--- config.mk ---
export PLATFORM = sky130hd
export DESIGN_NAME = magnitude_sorted_insert_list_flat
export DESIGN_NICKNAME = d
export VERILOG_FILES = /design/src/hdl/msil_pkg.sv /design/src/hdl/msil_if.sv /design/src/hdl/magnitude_sorted_insert_list.sv /design/src/hdl/msil_front.sv /design/src/hdl/msil_queue.sv /design/src/hdl/msil_back.sv /design/src/flat_wrapper.sv
export SDC_FILE = /design/constraint.sdc
export NUM_CORES = 2
export LEC_CHECK = 0
export ABC_CLOCK_PERIOD_IN_PS = 6720
export BUFFER_PORTS_ARGS = -buffer_cell sky130_fd_sc_hd__buf_2
export CORE_AREA = 2 2 454 456
export DETAILED_ROUTE_END_ITERATION = 10
export DIE_AREA = 0 0 456 458
export SLEW_MARGIN = 40
export SYNTH_ARGS = -nofsm -noshare
export SYNTH_HDL_FRONTEND = slang
export SYNTH_HIERARCHICAL = 1
export SYNTH_SLANG_ARGS = --single-unit
--- constraint.sdc ---
create_clock -name clock -period 6.72 [get_ports clock]
set_input_delay 0.336 -clock clock [delete_from_list [all_inputs] [get_ports clock]]
set_output_delay 0.336 -clock clock [all_outputs]
set_load 0.05 [all_outputs]
--- src/hdl/msil_pkg.sv ---
package msil_pkg;

   // list geometry
   localparam int DEPTH       = 16;
   localparam int PART_WIDTH  = 16;
   localparam int IDX_W       = $clog2(DEPTH);
   localparam int CNT_W       = $clog2(DEPTH + 1);
   localparam int MAG_W       = 2 * PART_WIDTH;

   // fixed field widths on the channels
   localparam int PART_FIELD_W = 16;
   localparam int POS_FIELD_W  = 5;
   localparam int CNT_FIELD_W  = 5;
   localparam int STATUS_W     = 2;

   // command queue between front and back
   localparam int QUEUE_DEPTH = 2;
   localparam int QUEUE_PTR_W = $clog2(QUEUE_DEPTH);
   localparam int QUEUE_CNT_W = $clog2(QUEUE_DEPTH + 1);

   typedef enum logic {
      ACT_INSERT = 1'b0,
      ACT_DUMP   = 1'b1
   } action_type;

   typedef enum logic [STATUS_W-1:0] {
      ST_INSERTED = 2'd0,
      ST_FULL     = 2'd1,
      ST_DUMPED   = 2'd2,
      ST_EMPTY    = 2'd3
   } status_type;

   typedef logic signed [PART_WIDTH-1:0] part_type;
   typedef logic [MAG_W-1:0]             mag_type;

   typedef struct packed {
      action_type action;
      part_type   re;
      part_type   im;
      mag_type    mag;
   } cmd_type;

   typedef struct packed {
      logic signed [PART_FIELD_W-1:0] out_real;
      logic signed [PART_FIELD_W-1:0] out_imag;
      status_type                     status;
      logic [POS_FIELD_W-1:0]         position;
      logic [CNT_FIELD_W-1:0]         entry_count;
      logic                           last_of_run;
   } rsp_type;

endpackage

--- src/hdl/msil_if.sv ---
interface msil_req_if import msil_pkg::*; ();
   logic                           valid;
   logic                           ready;
   logic                           action;
   logic signed [PART_FIELD_W-1:0] real_part;
   logic signed [PART_FIELD_W-1:0] imag_part;

   modport source (output valid, output action, output real_part, output imag_part,
                   input ready);
   modport sink   (input valid, input action, input real_part, input imag_part,
                   output ready);
endinterface

interface msil_rsp_if import msil_pkg::*; ();
   logic                           valid;
   logic                           ready;
   logic signed [PART_FIELD_W-1:0] out_real;
   logic signed [PART_FIELD_W-1:0] out_imag;
   logic [STATUS_W-1:0]            status;
   logic [POS_FIELD_W-1:0]         position;
   logic [CNT_FIELD_W-1:0]         entry_count;
   logic                           last_of_run;

   modport source (output valid, output out_real, output out_imag, output status,
                   output position, output entry_count, output last_of_run,
                   input ready);
   modport sink   (input valid, input out_real, input out_imag, input status,
                   input position, input entry_count, input last_of_run,
                   output ready);
endinterface

--- src/hdl/magnitude_sorted_insert_list.sv ---
// sorted list of up to 16 complex values, ordered by ascending squared magnitude
// req_ch: valid/ready request channel; action insert puts the value in front of
//   the first entry with a strictly greater magnitude, action dump reads the list
// rsp_ch: valid/ready result channel; one result per insert (inserted or full),
//   one per stored entry on a dump (last_of_run on the final one), or a single
//   empty result when a dump finds no entries
// path: a request passes the square stage, the command queue and the cell row
//   with its output register before its result shows on rsp_ch
// throughput: one insert per cycle while the output register is free; a dump
//   holds the cell row until each stored entry has had its output register write
// reset: synchronous, clears the entry count, the queue, the square stage valid
//   and the output valid; the stored values and the output data are left as they are
// stall: the output register holds its result while rsp_ch.ready is low;
//   the 2-deep command queue and the square stage keep taking requests
//   until they are full, then req_ch.ready drops
module magnitude_sorted_insert_list import msil_pkg::*; (
   input  logic       clock,
   input  logic       reset,
   msil_req_if.sink   req_ch,
   msil_rsp_if.source rsp_ch
);

   // front to queue
   logic    push_valid;
   logic    push_ready;
   cmd_type push_cmd;

   // queue to back
   logic    pop_valid;
   logic    pop_ready;
   cmd_type pop_cmd;

   // front: takes the request, squares both parts, forms the magnitude
   msil_front u_front (
      .clock      (clock),
      .reset      (reset),
      .req        (req_ch),
      .push_valid (push_valid),
      .push_ready (push_ready),
      .push_cmd   (push_cmd)
   );

   // short queue lets the front keep going during a dump or an output stall
   msil_queue u_queue (
      .clock      (clock),
      .reset      (reset),
      .push_valid (push_valid),
      .push_ready (push_ready),
      .push_cmd   (push_cmd),
      .pop_valid  (pop_valid),
      .pop_ready  (pop_ready),
      .pop_cmd    (pop_cmd)
   );

   // back: cell row, dump sequencer and output register
   msil_back u_back (
      .clock     (clock),
      .reset     (reset),
      .pop_valid (pop_valid),
      .pop_ready (pop_ready),
      .pop_cmd   (pop_cmd),
      .rsp       (rsp_ch)
   );

endmodule

--- src/hdl/msil_front.sv ---
module msil_front import msil_pkg::*; (
   input  logic    clock,
   input  logic    reset,
   msil_req_if.sink req,
   output logic    push_valid,
   input  logic    push_ready,
   output cmd_type push_cmd
);

   logic                    stg_valid_ff, stg_valid_in;
   action_type              stg_action_ff, stg_action_in;
   part_type                stg_re_ff, stg_re_in;
   part_type                stg_im_ff, stg_im_in;
   mag_type                 sq_re_ff, sq_im_ff;
   logic signed [MAG_W-1:0] sq_re_in, sq_im_in;
   logic                    accept;

   assign req.ready = !stg_valid_ff || push_ready;
   assign accept    = req.valid && req.ready;

   always_comb begin
      stg_action_in = action_type'(req.action);
      stg_re_in     = PART_WIDTH'(req.real_part);
      stg_im_in     = PART_WIDTH'(req.imag_part);
      // squares in the full product width
      sq_re_in      = stg_re_in * stg_re_in;
      sq_im_in      = stg_im_in * stg_im_in;
      stg_valid_in  = accept || (stg_valid_ff && !push_ready);
   end

   always_ff @(posedge clock) begin
      if (reset) begin
         stg_valid_ff <= 1'b0;
      end else begin
         stg_valid_ff <= stg_valid_in;
      end
   end

   always_ff @(posedge clock) begin
      if (accept) begin
         stg_action_ff <= stg_action_in;
         stg_re_ff     <= stg_re_in;
         stg_im_ff     <= stg_im_in;
         sq_re_ff      <= unsigned'(sq_re_in);
         sq_im_ff      <= unsigned'(sq_im_in);
      end
   end

   // each square is at most 2^(2w-2), so the sum fits
   assign push_valid      = stg_valid_ff;
   assign push_cmd.action = stg_action_ff;
   assign push_cmd.re     = stg_re_ff;
   assign push_cmd.im     = stg_im_ff;
   assign push_cmd.mag    = sq_re_ff + sq_im_ff;

endmodule

--- src/hdl/msil_queue.sv ---
module msil_queue import msil_pkg::*; (
   input  logic    clock,
   input  logic    reset,
   input  logic    push_valid,
   output logic    push_ready,
   input  cmd_type push_cmd,
   output logic    pop_valid,
   input  logic    pop_ready,
   output cmd_type pop_cmd
);

   cmd_type                q_ff [QUEUE_DEPTH];
   logic [QUEUE_PTR_W-1:0] wr_ptr_ff, wr_ptr_in;
   logic [QUEUE_PTR_W-1:0] rd_ptr_ff, rd_ptr_in;
   logic [QUEUE_CNT_W-1:0] cnt_ff, cnt_in;
   logic                   push, pop;

   assign push_ready = cnt_ff != QUEUE_CNT_W'(QUEUE_DEPTH);
   assign pop_valid  = cnt_ff != '0;
   assign pop_cmd    = q_ff[rd_ptr_ff];
   assign push       = push_valid && push_ready;
   assign pop        = pop_valid && pop_ready;

   always_comb begin
      wr_ptr_in = wr_ptr_ff;
      rd_ptr_in = rd_ptr_ff;
      cnt_in    = cnt_ff;
      if (push) begin
         wr_ptr_in = (wr_ptr_ff == QUEUE_PTR_W'(QUEUE_DEPTH - 1)) ? '0
                     : wr_ptr_ff + QUEUE_PTR_W'(1);
      end
      if (pop) begin
         rd_ptr_in = (rd_ptr_ff == QUEUE_PTR_W'(QUEUE_DEPTH - 1)) ? '0
                     : rd_ptr_ff + QUEUE_PTR_W'(1);
      end
      if (push && !pop) begin
         cnt_in = cnt_ff + QUEUE_CNT_W'(1);
      end else if (pop && !push) begin
         cnt_in = cnt_ff - QUEUE_CNT_W'(1);
      end
   end

   always_ff @(posedge clock) begin
      if (reset) begin
         wr_ptr_ff <= '0;
         rd_ptr_ff <= '0;
         cnt_ff    <= '0;
      end else begin
         wr_ptr_ff <= wr_ptr_in;
         rd_ptr_ff <= rd_ptr_in;
         cnt_ff    <= cnt_in;
      end
   end

   always_ff @(posedge clock) begin
      if (push) begin
         q_ff[wr_ptr_ff] <= push_cmd;
      end
   end

endmodule

--- src/hdl/msil_back.sv ---
module msil_back import msil_pkg::*; (
   input  logic      clock,
   input  logic      reset,
   input  logic      pop_valid,
   output logic      pop_ready,
   input  cmd_type   pop_cmd,
   msil_rsp_if.source rsp
);

   typedef enum logic {
      S_IDLE,
      S_DUMP
   } state_type;

   state_type         state_ff, state_in;
   logic [CNT_W-1:0]  count_ff, count_in;
   logic [IDX_W-1:0]  idx_ff, idx_in;
   logic              rsp_valid_ff, rsp_valid_in;
   rsp_type           rsp_ff, rsp_in;

   part_type          cell_re_ff  [DEPTH];
   part_type          cell_im_ff  [DEPTH];
   mag_type           cell_mag_ff [DEPTH];

   logic [DEPTH-1:0]  gt;
   logic [IDX_W-1:0]  ins_pos;
   logic              out_free, full, do_insert, dump_last;

   assign out_free  = !rsp_valid_ff || rsp.ready;
   assign full      = count_ff == CNT_W'(DEPTH);
   assign pop_ready = (state_ff == S_IDLE) && out_free;
   assign do_insert = pop_valid && pop_ready && (pop_cmd.action == ACT_INSERT) && !full;
   assign dump_last = (CNT_W'(idx_ff) + CNT_W'(1)) == count_ff;

   // row of cells: each compares its magnitude and shifts on its own
   for (genvar g = 0; g < DEPTH; g++) begin : g_cell
      assign gt[g] = (CNT_W'(g) < count_ff) && (cell_mag_ff[g] > pop_cmd.mag);

      if (g == 0) begin : g_head
         always_ff @(posedge clock) begin
            if (do_insert && ins_pos == '0) begin
               cell_re_ff[g]  <= pop_cmd.re;
               cell_im_ff[g]  <= pop_cmd.im;
               cell_mag_ff[g] <= pop_cmd.mag;
            end
         end
      end else begin : g_body
         always_ff @(posedge clock) begin
            if (do_insert) begin
               if (ins_pos == IDX_W'(g)) begin
                  cell_re_ff[g]  <= pop_cmd.re;
                  cell_im_ff[g]  <= pop_cmd.im;
                  cell_mag_ff[g] <= pop_cmd.mag;
               end else if (ins_pos < IDX_W'(g)) begin
                  cell_re_ff[g]  <= cell_re_ff[g-1];
                  cell_im_ff[g]  <= cell_im_ff[g-1];
                  cell_mag_ff[g] <= cell_mag_ff[g-1];
               end
            end
         end
      end
   end

   // first slot with a strictly greater magnitude, else the tail
   always_comb begin
      ins_pos = IDX_W'(count_ff);
      for (int i = DEPTH - 1; i >= 0; i--) begin
         if (gt[i]) begin
            ins_pos = IDX_W'(i);
         end
      end
   end

   always_comb begin
      state_in     = state_ff;
      count_in     = count_ff;
      idx_in       = idx_ff;
      rsp_valid_in = rsp_valid_ff && !rsp.ready;
      rsp_in       = rsp_ff;
      case (state_ff)
         S_IDLE: begin
            if (pop_valid && out_free) begin
               rsp_valid_in         = 1'b1;
               rsp_in.out_real      = '0;
               rsp_in.out_imag      = '0;
               rsp_in.position      = '0;
               rsp_in.entry_count   = CNT_FIELD_W'(count_ff);
               rsp_in.last_of_run   = 1'b1;
               if (pop_cmd.action == ACT_INSERT) begin
                  if (full) begin
                     rsp_in.status = ST_FULL;
                  end else begin
                     rsp_in.status      = ST_INSERTED;
                     rsp_in.position    = POS_FIELD_W'(ins_pos);
                     rsp_in.entry_count = CNT_FIELD_W'(count_ff + CNT_W'(1));
                     count_in           = count_ff + CNT_W'(1);
                  end
               end else if (count_ff == '0) begin
                  rsp_in.status = ST_EMPTY;
               end else begin
                  rsp_in.status      = ST_DUMPED;
                  rsp_in.out_real    = PART_FIELD_W'(unsigned'(cell_re_ff[0]));
                  rsp_in.out_imag    = PART_FIELD_W'(unsigned'(cell_im_ff[0]));
                  rsp_in.last_of_run = count_ff == CNT_W'(1);
                  if (count_ff != CNT_W'(1)) begin
                     state_in = S_DUMP;
                     idx_in   = IDX_W'(1);
                  end
               end
            end
         end
         S_DUMP: begin
            if (out_free) begin
               rsp_valid_in       = 1'b1;
               rsp_in.status      = ST_DUMPED;
               rsp_in.out_real    = PART_FIELD_W'(unsigned'(cell_re_ff[idx_ff]));
               rsp_in.out_imag    = PART_FIELD_W'(unsigned'(cell_im_ff[idx_ff]));
               rsp_in.position    = POS_FIELD_W'(idx_ff);
               rsp_in.entry_count = CNT_FIELD_W'(count_ff);
               rsp_in.last_of_run = dump_last;
               if (dump_last) begin
                  state_in = S_IDLE;
               end else begin
                  idx_in = idx_ff + IDX_W'(1);
               end
            end
         end
         default: begin
            state_in = S_IDLE;
         end
      endcase
   end

   always_ff @(posedge clock) begin
      if (reset) begin
         state_ff     <= S_IDLE;
         count_ff     <= '0;
         idx_ff       <= '0;
         rsp_valid_ff <= 1'b0;
      end else begin
         state_ff     <= state_in;
         count_ff     <= count_in;
         idx_ff       <= idx_in;
         rsp_valid_ff <= rsp_valid_in;
      end
      rsp_ff <= rsp_in;
   end

   assign rsp.valid       = rsp_valid_ff;
   assign rsp.out_real    = rsp_ff.out_real;
   assign rsp.out_imag    = rsp_ff.out_imag;
   assign rsp.status      = rsp_ff.status;
   assign rsp.position    = rsp_ff.position;
   assign rsp.entry_count = rsp_ff.entry_count;
   assign rsp.last_of_run = rsp_ff.last_of_run;

endmodule

--- src/flat_wrapper.sv ---
// flat-port wrapper written by rule: the top's interface ports become plain ports
module magnitude_sorted_insert_list_flat import msil_pkg::*;
  (clock, reset, req_ch_valid, req_ch_action, req_ch_real_part, req_ch_imag_part, req_ch_ready, rsp_ch_valid, rsp_ch_out_real, rsp_ch_out_imag, rsp_ch_status, rsp_ch_position, rsp_ch_entry_count, rsp_ch_last_of_run, rsp_ch_ready);
  msil_req_if req_ch_i ();
  msil_rsp_if rsp_ch_i ();
  input  logic clock;
  input  logic reset;
  input wire logic [$bits(req_ch_i.valid)-1:0] req_ch_valid;
  input wire logic [$bits(req_ch_i.action)-1:0] req_ch_action;
  input wire logic [$bits(req_ch_i.real_part)-1:0] req_ch_real_part;
  input wire logic [$bits(req_ch_i.imag_part)-1:0] req_ch_imag_part;
  output wire logic [$bits(req_ch_i.ready)-1:0] req_ch_ready;
  output wire logic [$bits(rsp_ch_i.valid)-1:0] rsp_ch_valid;
  output wire logic [$bits(rsp_ch_i.out_real)-1:0] rsp_ch_out_real;
  output wire logic [$bits(rsp_ch_i.out_imag)-1:0] rsp_ch_out_imag;
  output wire logic [$bits(rsp_ch_i.status)-1:0] rsp_ch_status;
  output wire logic [$bits(rsp_ch_i.position)-1:0] rsp_ch_position;
  output wire logic [$bits(rsp_ch_i.entry_count)-1:0] rsp_ch_entry_count;
  output wire logic [$bits(rsp_ch_i.last_of_run)-1:0] rsp_ch_last_of_run;
  input wire logic [$bits(rsp_ch_i.ready)-1:0] rsp_ch_ready;
  assign req_ch_i.valid = req_ch_valid;
  assign req_ch_i.action = req_ch_action;
  assign req_ch_i.real_part = req_ch_real_part;
  assign req_ch_i.imag_part = req_ch_imag_part;
  assign req_ch_ready = req_ch_i.ready;
  assign rsp_ch_valid = rsp_ch_i.valid;
  assign rsp_ch_out_real = rsp_ch_i.out_real;
  assign rsp_ch_out_imag = rsp_ch_i.out_imag;
  assign rsp_ch_status = rsp_ch_i.status;
  assign rsp_ch_position = rsp_ch_i.position;
  assign rsp_ch_entry_count = rsp_ch_i.entry_count;
  assign rsp_ch_last_of_run = rsp_ch_i.last_of_run;
  assign rsp_ch_i.ready = rsp_ch_ready;
  magnitude_sorted_insert_list u_core (.clock(clock), .reset(reset), .req_ch(req_ch_i), .rsp_ch(rsp_ch_i));
endmodule
Word level (Yosys, flattened, before mapping)
Memory sizes are Yosys's and may differ from the RTL's. A register that Yosys moved wholly into a read port is not among the register bits.
Cells that the tools add are included.

operators by class
  $add $sub $neg = 8
  multipliers = 2
  order comparisons = 47
  equality and inequality tests = 26
  multiplexer cells = 209
  bitwise operators = 48
  reduce and logical (&&, ||, !) cells = 45

operators by type and width
  operator                                                                      count
  32-bit 2-to-1 mux                                                             17
  32-bit > comparator                                                           16
  16-bit 2-to-1 mux                                                             30
  1-bit 2-to-1 mux                                                              125
  4-bit 2-to-1 mux                                                              26
  45-bit 2-to-1 mux                                                             2
  45-bit case mux with 2 select lines                                           1
  16-bit by 16-bit multiplier with 32-bit output                                2
  1-bit OR                                                                      45
  4-bit by 5-bit less-than comparator with 1-bit output, first input constant   8
  32-bit adder                                                                  1
  4-bit equality test, second input constant                                    8
  4-bit less-than comparator, second input constant                             8
  1-bit logical AND                                                             28
  3-bit by 5-bit less-than comparator with 1-bit output, first input constant   4
  4-bit by 3-bit equality test with 1-bit output, second input constant         4
  4-bit by 3-bit less-than comparator with 1-bit output, second input constant  4
  1-bit by 5-bit less-than comparator with 1-bit output, first input constant   2
  2-bit by 5-bit less-than comparator with 1-bit output, first input constant   2
  10-bit 2-to-1 mux                                                             1
  9-bit 2-to-1 mux                                                              1
  4-bit by 2-bit equality test with 1-bit output, second input constant         2
  4-bit by 2-bit less-than comparator with 1-bit output, second input constant  2
  2-bit != test, second input constant                                          4
  25 further kinds                                                              42

storage, ports and cells
  bits in registers = 158
  RAM bits = 1154
  input port bits = 37
  output and inout port bits = 47
  logic and storage cells = 408
  memories = 4

memory list
  memory                     words  bits a word  read ports  clocked after memory_dff  write ports  line              text
  u_core.u_back.cell_mag_ff  16     32           16          0                         16           msil_back.sv:23   mag_type cell_mag_ff [DEPTH];
  u_core.u_back.cell_im_ff   16     16           16          1                         16           msil_back.sv:22   part_type cell_im_ff [DEPTH];
  u_core.u_back.cell_re_ff   16     16           16          1                         16           msil_back.sv:21   part_type cell_re_ff [DEPTH];
  u_core.u_queue.q_ff        2      65           1           1                         1            msil_queue.sv:12  cmd_type q_ff [QUEUE_DEPTH];

Logic depth before layout (Yosys ltp)
An unclocked memory read counts as a cell.

  word-level depth = 25
  mapped depth = 24

Cells and area by module
The synthesis kept the hierarchy.

by module, submodules not included
  module      instances  cells each  area each (µm²)  seq. area each (µm²)
  msil_back   1          4177        60650.7          32371.0
  msil_front  1          2195        21608.2          2812.7
  msil_queue  1          226         4927.2           4003.8

Worst setup path after synthesis
No wires, ideal clock.

  path type = reg2reg
  start = register with a tool-made name
  end = memory u_core/u_back/cell_im_ff[7][0] (netlist name), enable pin
  library setup time = 0.453 ns
  arrival time = 6.434 ns
  path slack = -0.167 ns
  cell stages (with the launch flop) = 18
  period minus slack after synthesis = 6.887 ns
  cells stage by stage = dfxtp_1 -> buf_4 -> buf_6 -> mux2_2 -> inv_1 -> ha_1 -> a21o_1 -> a21o_1 -> a221o_1 -> o31a_1 -> a31o_2 -> or4b_4 -> or3_4 -> o211ai_1 -> nand2_2 -> inv_1 -> clkbuf_1 -> buf_1

RTL lines
  item              line
  end: declaration  msil_back.sv:22

==> metrics <==
status completed; Distinct cells, synth 86; clk slew on worst S/H paths 0.06 ns; CTS tree built; Initial Utilization 0.4279; critical path type flop to flop; Avg Inst Size Synth 13.21 um2; GRT overflow 0; Layout area overhead 13.51%; CTS Sinks 1,312; Max clock buf depth 3; Die Y 458 um; Final Hold Vio Count 0; required time worst endpoint 7.27 ns; Chip Width 456 um; port bufs 82; post-route ant nets 0; Post-DP HPWL 180.3 mm; vias per std cell 5.707; worst hold path class primary input to flop; DRC 0; CTS Root Cell clkbuf_16; clock latency on the worst-skew pair 0.84 ns; die footprint 208,800 um2; Rows 166; CTS buffer count 146; post-synthesis cell area 87,190 um2; RSZ-0062 raised after global routing no; Main synth FF type edfxtp_1; number of I/O pins 84; Slew Viols, Final 0; Worst Tran Pin Value 0.9260 ns; Max Clock Freq 153.2 MHz; 1st-iter DRT viols 4,786; most frequent cells in the layout 1,291 x edfxtp_1, 827 x mux2_2, 713 x ha_1, 709 x inv_1, 469 x fa_1; most common cell after layout, fill and taps aside edfxtp_1; vias 55,660; initial antenna violation count 7; final period utilization 0.9713; routability cong. 0.9301; Pre-antenna DRT Iters 6; nets@finish 8,159; Data arrival, critical path 7.07 ns; setup_tns 0 ns; GRT Util Overall 0.2362; slew margin rel. 0.3826; Syn Nets 7,817; routed len/inst 25.35 um; largest net degree at the start of global routing 81; Core Box Area 203,800 um2; H-tree depth 4; Setup crit start kind flop; EDFF count, synth 1,291; Post-Route WL 247.2 mm; Syn Inst Count 6,598; Final Critical Period 6.527 ns; number of global-route vias before repair 57,160; endpoints failing setup 0; Worst Skew 0.05046 ns; Post-synth ARST share 0; sequential share of the synthesized area 0.4495; worst-path maximum fanout 29; first-pass GRT wire length 369.4 mm; post-synthesis register bit count 1,312; Max-cap violations 0; Yosys Warn Count 6; Worst setup EP type flop; Post-CTS Repair Setup Buffers 0; layout cells sized above 1 0.2519
[critical path, stage by stage (launching register included)]
cell and delay [ns]:
dfxtp_4 0.62, mux2_2 0.63, inv_1 0.43, buf_4 0.31
ha_1 0.33, nand4_1 0.20, or4_1 0.78, nor4_1 0.34
a21oi_1 0.15, o211ai_1 0.19, nand2_1 0.14, or2_1 0.28
o41ai_4 0.36, nand2_4 0.27, a21oi_4 0.27, buf_12 0.25
buf_12 0.21, mux2_2 0.35
[final timing paths]
path / from / end / slack (ns) / cells after the start
worst max-delay path: flop / u_core/u_back/cell_mag_ff[0][105] / 0.19 / 17
worst min register to register: u_core/u_front/stg_im_ff[2] / u_core/u_queue/q_ff[0][34] / 0.45 / 0
worst max register to register: flop / u_core/u_back/cell_mag_ff[0][105] / 0.19 / 17
worst min-delay path: req_ch_imag_part[13] / u_core/u_front/stg_im_ff[13] / 0.08 / 2
[per-layer routing]
layer  track usage  up-vias  share of wire
met5             0        -              0
met4       0.07221        0          0.030
met3       0.03301      322          0.061
met2        0.3793     1782           0.47
met1        0.3321    28680           0.44
li1              -    24880              -
[cell families (layout without fill, tap and decap cells)]
logic type	after synthesis	count (layout)	synth area share
and+or+nand+nor	1083	1083	0.06026
muxes	1091	1091	0.1636
DFF	1312	1312	0.4495
xor gates and xnor gates	119	119	0.01195
AOI/OAI and AO/OA	788	788	0.05776
adders and majority gates	1182	1182	0.2100
buffers and inverters	1022	1478	0.04686
other	1	11	0.00004301
[registers in the layout (all words and copies together) (netlist names), 2 cells and up, named ones only]
signal	count
u_core/u_back/cell_mag_ff	512
u_core/u_back/cell_im_ff	256
u_core/u_back/cell_re_ff	256
u_core/u_queue/q_ff	130
u_core/u_front/sq_im_ff	30
u_core/u_front/sq_re_ff	30
u_core/u_back/rsp.out_imag	16
u_core/u_back/rsp.out_real	16
u_core/u_front/stg_im_ff	16
u_core/u_front/stg_re_ff	16
u_core/u_back/count_ff	5
u_core/u_back/rsp.entry_count	5
u_core/u_back/idx_ff	4
u_core/u_back/rsp.position	4
u_core/u_back/rsp.status	2
u_core/u_queue/cnt_ff	2
[metrics by stage]
stage / util / hold WS (ns) / area (um2) / instances / setup WS, ns
floorplan: - / 0.4051 / 87190 / 6598 / 0.02903
global placement: 0.4601 / 0.4265 / 93740 / 9443 / 0.2289
detailed placement: 0.4608 / 0.4348 / 93880 / 9448 / 0.1611
CTS: 0.4855 / 0.006848 / 98910 / 9741 / 0.3095
global route: 0.4857 / 0.05401 / 98960 / 9747 / 0.05261
finish: 0.4857 / 0.07551 / 98970 / 9752 / 0.1931
[timing repair]
item | in CTS | in global routing
gates resized for setup | 0 | 1
endpoints found under the hold margin | 49 | 0
hold buffers | 31 | 0
setup endpoints to repair | 0 | 14
[synth_stat cells, types with 37 or more instances]
cell	number	area [um2]
mux2_4	49	735.7
ha_1	713	8921
clkbuf_1	203	762.0
inv_1	719	2699
nand4_1	98	613.1
a21oi_1	257	1286
o21ai_0	176	880.8
nand2_1	404	1516
mux2_2	827	9313
mux2_1	52	585.6
mux4_2	160	3603
edfxtp_1	1291	38770
nand3_1	111	555.5
nor2_1	167	626.9
nor3_1	37	185.2
and2_1	103	644.4
xnor2_1	90	788.3
buf_2	40	200.2
a211oi_1	39	292.8
fa_1	469	9389
a21o_1	67	503.0
[layout make-up]
cell class,instances,area [um2]
antenna,10,25.02
clock buffer,182,3852
clock inverter,80,868.3
fill,17700,104800
inverter,719,2728
multi-input combinational,4264,44090
sequential,1312,39210
tap,2688,3363
timing repair buffer,497,4833
Power is left out: the tool's default activity adds up to more than one toggle a clock period on the data nets, which glitch-free logic cannot reach.
